`src/sv/owsp_queue.sv`:
```
`timescale 1ns / 1ps
`default_nettype none
// ----------------------------------------------------------------------------
// owsp_queue
// Short first-in first-out queue between the front end and the divider.
// ----------------------------------------------------------------------------
module owsp_queue #(
  parameter int WIDTH = 8,
  parameter int DEPTH = 2
) (
  input  wire             clk,
  input  wire             rst,
  input  wire             in_valid,
  output logic            in_ready,
  input  wire [WIDTH-1:0] in_data,
  output logic            out_valid,
  input  wire             out_ready,
  output logic [WIDTH-1:0] out_data
);

  localparam int AW = (DEPTH > 1) ? $clog2(DEPTH) : 1;

  logic [WIDTH-1:0] mem [DEPTH];
  logic [AW-1:0]    wp, rp;
  logic [AW:0]      count;
  logic             push, pop;

  assign in_ready  = count != (AW+1)'(DEPTH);
  assign out_valid = count != '0;
  assign push      = in_valid && in_ready;
  assign pop       = out_valid && out_ready;
  assign out_data  = mem[rp];

  always_ff @(posedge clk) begin
    if (push) begin
      mem[wp] <= in_data;
    end
  end

  always_ff @(posedge clk) begin
    if (rst) begin
      wp    <= '0;
      rp    <= '0;
      count <= '0;
    end else begin
      if (push) begin
        wp <= (wp == AW'(DEPTH - 1)) ? '0 : wp + AW'(1);
      end
      if (pop) begin
        rp <= (rp == AW'(DEPTH - 1)) ? '0 : rp + AW'(1);
      end
      count <= count + (AW+1)'(push) - (AW+1)'(pop);
    end
  end

  a_count_bound: assert property (@(posedge clk) disable iff (rst)
    count <= (AW+1)'(DEPTH))
    else $error("queue occupancy exceeds its depth");

endmodule
`default_nettype wire

```
`config.mk`:
```
export PLATFORM = sky130hd
export DESIGN_NAME = owsp_queue
export DESIGN_NICKNAME = d
export VERILOG_FILES = /design/src/sv/owsp_queue.sv
export SDC_FILE = /design/constraint.sdc
export NUM_CORES = 1
export LEC_CHECK = 0
export BUFFER_PORTS_ARGS = -buffer_cell sky130_fd_sc_hd__buf_2
export CORE_MARGIN = 2
export CORE_UTILIZATION = 46
export DETAILED_ROUTE_END_ITERATION = 10
export PLACE_DENSITY = 0.74
export SYNTH_ARGS = -nofsm -noshare
export SYNTH_HDL_FRONTEND = slang
export SYNTH_SLANG_ARGS = --single-unit
```
`constraint.sdc`:
```
create_clock -name clk -period 2.8 [get_ports clk]
set_input_delay 0.42 -clock clk [delete_from_list [all_inputs] [get_ports clk]]
set_output_delay 0.42 -clock clk [all_outputs]
set_load 0.01 [all_outputs]
```
==> impl_results.md <==
- Status: completed
- Fill count: between 150 and 200
- Crit path launch type: register
- DR vias/cell: 4.97
- DR top layer: met4
- Final Hold Vio Count: 0
- Peak supply drop: around 350 uV
- Vias: roughly 500
- Pwr Density: ~720 mW/mm^2
- Mapped Nets: 65
- Worst slew margin relative to its limit: 76.1%
- Max Transition Viols Final: 0
- Number of enable flip-flop cells after synthesis: 16
- Sequential fraction of the synthesis area: 69.0%
- Nets: 90
- WL/cell: 11.4 um
- Worst Path Required: between 2 and 2.5 ns
- GPL Wtd Cong: 0.574
- Chip height: around 47 um
- Ys flop type: edfxtp_1
- Worst slew pin tran: approximately 0.36 ns
- Crit path time final: approximately 1.8 ns
- 1st-pass router iterations: 2
- M1 WL: around 450 um
- Largest net degree at the start of global routing: 13
- Worst Skew: around 0.0032 ns
- DRC Markers: 0
- Yosys reg bits: 21
- DR iter-0 viols: 4
- Post-synthesis cell count: between 50 and 60
- Share of layout cells above drive strength 1: 51.3%
- Layout area overhead: 18.9%
- Peak Freq: 562 MHz
- Count leader, synth: edfxtp_1
- Register Area: slightly below 600 sq um
- CP max FO: 8
- GRT Total Usage: between 10% and 20%
- Post-synthesis average cell area: roughly 16 sq um
- Initial antenna violation count: 0
- H-Tree Depth: 1
- Total of cells resized after clock tree synthesis: 0
- Lkg Pwr: ~0.38 nW
- Synth top area cells: edfxtp_1, dfxtp_1, mux2_2
- Vias in the first global route: roughly 440
- Grt ovf: 0
- Top-area cell type share of the netlist area: between 50% and 60%
- Post-Route WL: roughly 1200 um
- DP HPWL: 873 um
- CTS sink count: 21
- Worst setup EP type: output port
- MaxCap Viol Count: 0
- Post-layout util: a little under 60%
- Hold buffer count at CTS: 0
- CP arrival: 1.36 ns
- Yosys warning total: 0
- Setup bufs post-CTS: 0
- Worst-path clk slew: ~0.11 ns
- Worst hold margin: just over 0.3 ns
- Post-route setup TNS: 0 ns
- Most frequent cells after synthesis: edfxtp_1, mux2_2, dfxtp_1
- Type of the worst min-delay path: in2reg
- Die Wd: between 40 and 50 um
- Full die area: 0.00219 sq mm
- DR WL met2: between 600 and 700 um
- Clock buffer depth: 2
- Multi-input logic area: between 200 and 300 sq um
- Core ar.: between 0.0015 and 0.002 sq mm
- Final Cycle Share: between 60% and 70%
- Number of inserted diodes: 0
- Global-route wire length before repair: 1700 um
- Mapped cell area: between 800 and 900 sq um
- Initial core utilization: between 40 and 50%
- Skew-Pair Late Insertion Delay: 0.29 ns
- Worst Setup Path Type: reg2out
- # setup viols final: 0
- Std cell rows: 15
- Leading area contributor after synthesis: edfxtp_1
- Routed wl met3: 54 um
- Post-route ant nets: 0
- CTS buffer count: 3
- Port-buffer cells: 21
- CTS root buffer: clkbuf_4
- Share of flip-flops with an asynchronous set or reset: 0%
- Yosys cell types: 22
- IO Count: 22
- CTS tree: built
- RSZ-0062 raised after global routing: false
==> cells in the final DEF (no fill, tap or decap) <==
| cell | count |
|---|---|
| nor4_1 | 1 |
| and3_4 | 1 |
| a311oi_1 | 1 |
| o31a_1 | 1 |
| dfxtp_1 | 5 |
| nand2b_2 | 1 |
| or2_2 | 1 |
| and3_2 | 1 |
| clkinv_2 | 1 |
| buf_2 | 21 |
| a21oi_1 | 2 |
| inv_1 | 1 |
| nor2_1 | 3 |
| mux2_2 | 8 |
| edfxtp_1 | 16 |
| o21ai_1 | 1 |
| nor4bb_2 | 1 |
| a21bo_1 | 1 |
| nand3b_1 | 1 |
| ha_1 | 1 |
| nor2b_1 | 2 |
| clkbuf_4 | 3 |
| xor2_1 | 1 |
| nor3_2 | 1 |
==> metal layers <==
metal | global-route usage [%] | vias up
met5 | 0 | -
met4 | 10.0 | 0
met3 | 2.69 | 2
met2 | 22.2 | 13
met1 | 10.6 | 239
li1 | - | 248
==> state kept, by name (all words and copies together), names as in the netlist, named ones only <==
name and count:
count 2, wp 1, rp 1, mem 16
==> per-stage QoR <==
stage	cells	total power [W]	area [sq um]	setup WS (ns)
final	101	0.000717	1000	1.02
after global routing	101	0.000766	1000	0.931
after CTS	101	0.000731	1000	0.983
after detailed placement	97	0.000593	972	1.25
after global placement	97	0.000586	972	1.32
after floorplan	52	0.000531	841	1.29
==> critical path, stage by stage, from the launching register on <==
cell and delay (ns):
dfxtp_1 0.55, mux2_2 0.38, buf_2 0.14
==> power by group <==
part,internal (W),switching [W]
logic,0.0000939,0.0000790
clock network,0.0000531,0.0000829
registers,0.000378,0.0000301
total,0.000525,0.000192
==> logic make-up after synthesis <==
logic type,Yosys count,synth area share [%]
buffers and inverters,2,1.04
flip-flops,21,69.0
adder cells (fa/ha/maj),1,1.49
XOR/XNOR,1,1.04
multiplexers,8,10.7
AO/OA/AOI/OAI,6,5.06
AND/OR/NAND/NOR,13,11.6
==> worst paths after layout <==
path / slack, ns / startpoint / to / depth (start not counted)
hold / removal: 0.31 / in_data[7] / mem[0][7]$_DFFE_PP_ / 1
setup reg to reg: 1.26 / count[1]$_SDFF_PP0_ / count[1]$_SDFF_PP0_ / 6
setup / recovery: 1.02 / register / out_data[5] / 2
hold reg to reg: 0.51 / rp$_SDFFE_PP0P_ / register / 2
==> layout make-up <==
class,instances,share of cell area (%)
multi-input cells,29,25.2
repair buffers,21,10.5
well taps,25,3.13
inverters,1,0.375
clock inverters,1,0.501
flip-flops and latches,21,58.1
clock buffers,3,2.25
Note: power is estimated with default switching activity, not from simulation.
