**config.mk**
```make
export PLATFORM = sky130hd
export DESIGN_NAME = owsp_front
export DESIGN_NICKNAME = d
export VERILOG_FILES = /design/src/sv/owsp_pkg.sv /design/src/sv/owsp_front.sv
export SDC_FILE = /design/constraint.sdc
export NUM_CORES = 2
export LEC_CHECK = 0
export BUFFER_PORTS_ARGS = -buffer_cell sky130_fd_sc_hd__buf_2
export CORE_ASPECT_RATIO = 0.6
export CORE_MARGIN = 8
export CORE_UTILIZATION = 41
export DETAILED_ROUTE_END_ITERATION = 8
export PLACE_DENSITY = 0.64
export SLEW_MARGIN = 10
export SYNTH_ARGS = -nofsm -noshare
export SYNTH_HDL_FRONTEND = slang
export SYNTH_SLANG_ARGS = --single-unit
```
**constraint.sdc**
```tcl
create_clock -name clk -period 54 [get_ports clk]
set_input_delay 2.7 -clock clk [delete_from_list [all_inputs] [get_ports clk]]
set_output_delay 2.7 -clock clk [all_outputs]
set_load 0.01 [all_outputs]
```
**src/sv/owsp_pkg.sv**
```systemverilog
`timescale 1ns / 1ps
`default_nettype none
// ----------------------------------------------------------------------------
// owsp_pkg
// Shared constants, register codes and the configuration bundle of the
// omni wheel speed packer.
// ----------------------------------------------------------------------------
package owsp_pkg;

  localparam int TURN_FRAC_BITS = 12;
  localparam int DEN_FACTOR     = 129;
  localparam int QBITS          = 6;
  localparam int LANES          = 4;

  localparam longint Q30_HALF_SQRT3 = 64'sd929887697;
  localparam longint Q30_HALF_SQRT2 = 64'sd759250125;
  localparam longint Q30_HALF       = 64'sd536870912;

  localparam logic [4:0] SPEED_LIMIT_RESET = 5'd30;
  localparam logic [7:0] LEVER_ARM_RESET   = 8'd90;

  typedef enum logic [0:0] {
    REG_SPEED_LIMIT = 1'b0,
    REG_LEVER_ARM   = 1'b1
  } reg_index_t;

  typedef struct packed {
    logic [4:0] speed_limit;
    logic [7:0] lever_arm;
  } cfg_t;

  // Rounds a Q2.30 coefficient to nearest at f fractional bits.
  function automatic int coef_q(longint q30, int f);
    longint r;
    r = (q30 + (longint'(1) << (29 - f))) >>> (30 - f);
    return int'(r);
  endfunction

endpackage
`default_nettype wire

```
**src/sv/owsp_front.sv**
```systemverilog
`timescale 1ns / 1ps
`default_nettype none
// ----------------------------------------------------------------------------
// owsp_front
// Four-stage front end: wheel numerators, largest magnitude, limit test and
// selection of dividend and divisor for each wheel.
// ----------------------------------------------------------------------------
module owsp_front import owsp_pkg::*; #(
  parameter int COEF_FRAC_BITS = 14,
  localparam int NW = COEF_FRAC_BITS + 34,
  localparam int RW = NW + 6,
  localparam int QW = 16 + NW + LANES + LANES * RW
) (
  input  wire              clk,
  input  wire              rst,
  input  cfg_t             cfg,
  input  wire              in_valid,
  output logic             in_ready,
  input  wire signed [15:0] velocity_x,
  input  wire signed [15:0] velocity_y,
  input  wire signed [15:0] turn_rate,
  input  wire              chip_mode,
  input  wire [7:0]        kick_strength,
  input  wire [7:0]        robot_id,
  output logic             out_valid,
  input  wire              out_ready,
  output logic [QW-1:0]    out_data
);

  localparam int F  = COEF_FRAC_BITS;
  localparam int CW = F + 2;
  localparam int PW = CW + 16;
  localparam int LW = F + 25;
  localparam int S3 = coef_q(Q30_HALF_SQRT3, F);
  localparam int S2 = coef_q(Q30_HALF_SQRT2, F);
  localparam int H  = coef_q(Q30_HALF, F);
  localparam logic signed [CW-1:0] CX [LANES] = '{CW'(-S3), CW'(-S2), CW'(S2), CW'(S3)};
  localparam logic signed [CW-1:0] CY [LANES] = '{CW'(-H), CW'(S2), CW'(S2), CW'(-H)};
  localparam logic [NW-1:0] DEN = NW'(DEN_FACTOR) << (F + TURN_FRAC_BITS);

  logic en;
  logic v1, v2, v3, v4;

  logic signed [PW-1:0] px [LANES];
  logic signed [PW-1:0] py [LANES];
  logic signed [24:0]   pw;
  logic [7:0]           kick1, kick2, kick3, kick4;
  logic [7:0]           id1, id2, id3, id4;

  logic [NW-1:0]        mag2 [LANES];
  logic [LANES-1:0]     neg2, neg3, neg4;

  logic [NW-1:0]        maxn3;
  logic [LW-1:0]        limden3;
  logic [RW-1:0]        n3 [LANES];
  logic [RW-1:0]        nl3 [LANES];

  logic [NW-1:0]        d4;
  logic [RW-1:0]        n4 [LANES];

  logic signed [NW-1:0] num [LANES];
  logic [NW-1:0]        m01, m23, mall;
  logic                 scale;

  assign en       = !v4 || out_ready;
  assign in_ready = en;
  assign out_valid = v4;

  always_ff @(posedge clk) begin
    if (rst) begin
      v1 <= 1'b0;
      v2 <= 1'b0;
      v3 <= 1'b0;
      v4 <= 1'b0;
    end else if (en) begin
      v1 <= in_valid;
      v2 <= v1;
      v3 <= v2;
      v4 <= v3;
    end
  end

  always_comb begin
    logic signed [PW:0]   sxy;
    logic signed [NW-1:0] a;
    logic signed [NW-1:0] b;
    for (int i = 0; i < LANES; i++) begin
      sxy = {px[i][PW-1], px[i]} + {py[i][PW-1], py[i]};
      a = NW'(sxy) <<< (TURN_FRAC_BITS + 1);
      b = ((NW'(pw) <<< 7) + NW'(pw)) <<< F;
      num[i] = a - b;
    end
  end

  assign m01   = (mag2[0] > mag2[1]) ? mag2[0] : mag2[1];
  assign m23   = (mag2[2] > mag2[3]) ? mag2[2] : mag2[3];
  assign mall  = (m01 > m23) ? m01 : m23;
  assign scale = maxn3 > NW'(limden3);

  always_ff @(posedge clk) begin
    if (en) begin
      for (int i = 0; i < LANES; i++) begin
        px[i] <= PW'(CX[i] * velocity_x);
        py[i] <= PW'(CY[i] * velocity_y);
      end
      pw    <= 25'($signed({1'b0, cfg.lever_arm}) * turn_rate);
      kick1 <= {kick_strength[2:0], chip_mode, 4'b0000};
      id1   <= robot_id;

      for (int i = 0; i < LANES; i++) begin
        neg2[i] <= num[i][NW-1];
        mag2[i] <= num[i][NW-1] ? (~num[i] + NW'(1)) : num[i];
      end
      kick2 <= kick1;
      id2   <= id1;

      maxn3   <= mall;
      limden3 <= LW'(cfg.speed_limit * DEN_FACTOR) << (F + TURN_FRAC_BITS);
      for (int i = 0; i < LANES; i++) begin
        n3[i]  <= RW'({mag2[i], 1'b0});
        nl3[i] <= RW'({mag2[i], 1'b0}) * RW'(cfg.speed_limit);
      end
      neg3  <= neg2;
      kick3 <= kick2;
      id3   <= id2;

      d4 <= scale ? maxn3 : DEN;
      for (int i = 0; i < LANES; i++) begin
        n4[i] <= scale ? nl3[i] : n3[i];
      end
      neg4  <= neg3;
      kick4 <= kick3;
      id4   <= id3;
    end
  end

  always_comb begin
    for (int i = 0; i < LANES; i++) begin
      out_data[i*RW +: RW] = n4[i];
    end
    out_data[LANES*RW +: LANES] = neg4;
    out_data[LANES*RW+LANES +: NW] = d4;
    out_data[QW-16 +: 8] = id4;
    out_data[QW-8 +: 8]  = kick4;
  end

endmodule
`default_nettype wire

```
==> summary.md <==
| Metric | Value |
|---|---|
| Vias in the first global route | `67400` |
| Hold WC Path Type | `reg2reg` |
| Top cells by area, synth | `edfxtp_1 29%, fa_1 19%, ha_1 15%` |
| Final hold violation count | `0` |
| CTS H-tree depth | `3` |
| Clk pin slew, worst setup/hold paths | `0.06 ns` |
| Syn avg cell area | `10.4 um2` |
| Root buffer cell | `clkbuf_16` |
| Chip height | `390 um` |
| CTS sink count | `924` |
| Cell area after synthesis | `0.0955 mm2` |
| Async SR Flop Fraction | `0` |
| Syn Inst Count | `9145` |
| Buffers on Ports | `289` |
| Register Area | `0.0277 mm2` |
| Worst Hold Launch | `id3[3]$_DFFE_PP_` |
| # DRC | `0` |
| Drt via density | `5.42` |
| PostCTS Resize Cnt | `0` |
| Number of hold buffers added after CTS | `0` |
| Vias | `68500` |
| Number of fill cells in the layout | `21800` |
| Hold Crit Endpoint | `id4[3]$_DFFE_PP_` |
| Drt wl/cell | `22.2 um` |
| Post-synth top area cell | `edfxtp_1` |
| Non-Filler Instances | `12600` |
| Max-slew headroom | `0.193` |
| Initial drt markers | `6505` |
| Worst setup EP type | `flip-flop` |
| Period Utilization, post-route | `0.185` |
| FP Rows | `137` |
| Starting density of the core | `0.412` |
| Synthesis-to-finish area growth | `8.75%` |
| Max_cap viols | `0` |
| Crit path DAT | `10.37 ns` |
| Grt ovf | `0` |
| Gr usage total | `0.220` |
| Sequential cell area fraction in the yosys report | `0.290` |
| IO Count | `368` |
| Largest net degree at the start of global routing | `169` |
| Critical path type | `in2reg` |
| Synth top area share | `0.289` |
| Run status | `completed` |
| Multi-input gate area | `0.0620 mm2` |
| Initial antenna violation count | `9` |
| Min-Delay Path Depth | `0` |
| Core region area | `0.232 mm2` |
| Total CTS buffers | `98` |
| Slew of the pin with the lowest slew margin | `1.20 ns` |
| Post-CTS Setup Repair Bufs | `0` |
| Clock Skew | `0.0756 ns` |
| Setup TNS Final | `0 ns` |
| Synth Warn # | `0` |
| Reg-to-reg startpoint | `px[2][0]$_DFFE_PP_` |
| Reg-to-reg slack, setup | `46.13 ns` |
| Post-route minimum period | `9.98 ns` |
| Reg2reg end | `mag2[1][14]$_DFFE_PP_` |
| Die width | `639 um` |
| CP max FO | `24` |
| # nets final | `11500` |
| Die area | `0.249 mm2` |
| Hpwl dp | `229000 um` |
| Placed instance count | `12400` |
| Unrepaired setup endpoints after global routing | `false` |
| Worst R2R Path Depth | `26` |
| Synth unique cells | `87` |
| Critical Path Start Type | `primary input` |
| Share of cells above drive strength 1 | `0.0769` |
| WP data required | `54.38 ns` |
| Setup violations, final | `0` |
| Slew Viols, Final | `0` |
| Most used DFF post-synth | `edfxtp_1` |
| Drt total wl | `281000 um` |
| CTS tree | `yes` |
| F_max | `0.100 GHz` |
| First-pass GRT wire length | `423000 um` |
| Yosys reg bits | `924` |
| Drt pass-1 iters | `6` |
| Post-synth EDFFs | `920` |
| Clk_lat worst skew | `0.76 ns` |
| Final ANT Viol Nets | `0` |
| Clock Tree Buf Depth | `3` |
| Routability Congestion | `0.952` |
synth_stat cells, drive strengths merged (10+ instances only):
library cell	n
nand3	115
clkbuf	159
or3	40
a21boi	16
o21ai	271
a21o	267
and2	421
xnor2	474
a31oi	70
a211oi	45
mux2i	124
a21oi	496
xor2	195
nand4	61
nand2b	72
o31a	21
o211ai	20
o2111ai	12
mux2	140
a31o	15
nor2	338
nor2b	115
and3	48
a41o	10
buf	102
nand2	698
ha	1164
nor3	114
a41oi	10
o21bai	72
or4	10
o31ai	28
o21a	79
a2111oi	18
edfxtp	920
fa	898
inv	1296
or2	28
nor4	22
logic make-up (layout without fill, tap and decap cells):
family	after synthesis	after routing	share of synthesized area
AND/OR/NAND/NOR	2129	2129	0.111
adder cells (fa/ha/maj)	2062	2062	0.341
buffers and inverters	1557	1826	0.0643
AO/OA/AOI/OAI	1539	1539	0.103
flip-flops	924	924	0.290
XOR/XNOR	669	669	0.0613
multiplexers	264	264	0.0295
other	1	85	0.0000393
metrics by stage:
step	setup WS (ns)	hold slack [ns]	utilization	area (um2)
global route	43.72	0.425	0.447	104000
global placement	43.50	0.401	0.433	100000
finish	44.02	0.416	0.448	104000
detailed placement	43.48	0.405	0.433	100000
CTS	44.23	0.419	0.447	104000
floorplan	23.45	0.400	-	95800
worst max-delay path by stage:
stage | end | from | slack (ns)
floorplan | in_ready | out_ready | 23.45
global placement | px[1][27]$_DFFE_PP_ | velocity_x[14] | 43.50
detailed placement | px[1][29]$_DFFE_PP_ | velocity_x[14] | 43.48
CTS | px[1][29]$_DFFE_PP_ | velocity_x[14] | 44.23
global route | px[1][29]$_DFFE_PP_ | velocity_x[14] | 43.72
finish | px[1][29]$_DFFE_PP_ | velocity_x[14] | 44.02
critical path, stage by stage:
cell,delay [ns]
buf_2,0.08
buf_4,0.41
inv_1,0.46
ha_1,0.92
xor2_1,0.19
fa_1,0.52
inv_1,0.05
fa_1,0.49
inv_1,0.05
fa_1,0.48
fa_1,0.49
inv_1,0.05
fa_1,0.43
ha_1,0.36
a21oi_1,0.15
o21bai_1,0.08
a21o_1,0.18
a21oi_1,0.17
o211ai_1,0.17
a2111oi_0,0.70
nor3_1,0.18
or3_1,0.40
a21oi_1,0.18
xnor2_1,0.44
placed cells by master, fill, tap and decap left out, types with 195 or more instances in the layout:
master and n:
inv_1 1296, ha_1 1164, a21o_1 267, buf_2 283
nor2_1 337, o21ai_0 265, xnor2_1 474, a21oi_1 492
and2_1 420, edfxtp_1 920, nand2_1 698, xor2_1 195
fa_1 898
registers in the layout, indices dropped and copies added (netlist names), 5 cells and up:
signal and cells:
pw 25, id3 8, maxn3 35, d4 35
nl3 158, n4 158, id1 8, py 49
mag2 138, px 119, id4 8, limden3 5
n3 138, id2 8
metal layers:
layer | routed length, um | track usage | share of wire | vias to the layer above
met5 | 13 | 0 | 0.000046 | -
met4 | 8650 | 0.0602 | 0.031 | 2
met1 | 136000 | 0.339 | 0.48 | 34200
li1 | - | - | - | 31500
met2 | 114000 | 0.318 | 0.41 | 2376
met3 | 22000 | 0.0350 | 0.078 | 362
layout make-up:
type | count | area share
Sequential cell | 924 | 0.267
Clock inverter | 80 | 0.00924
Tap cell | 3127 | 0.0377
Timing Repair Buffer | 344 | 0.0184
Multi-Input combinational cell | 6736 | 0.597
Inverter | 1296 | 0.0468
Clock buffer | 106 | 0.0239
Antenna cell | 12 | 0.000289
Power is not shown: default switching activity piles up to over one toggle a cycle in this logic, so the estimate is an artifact.
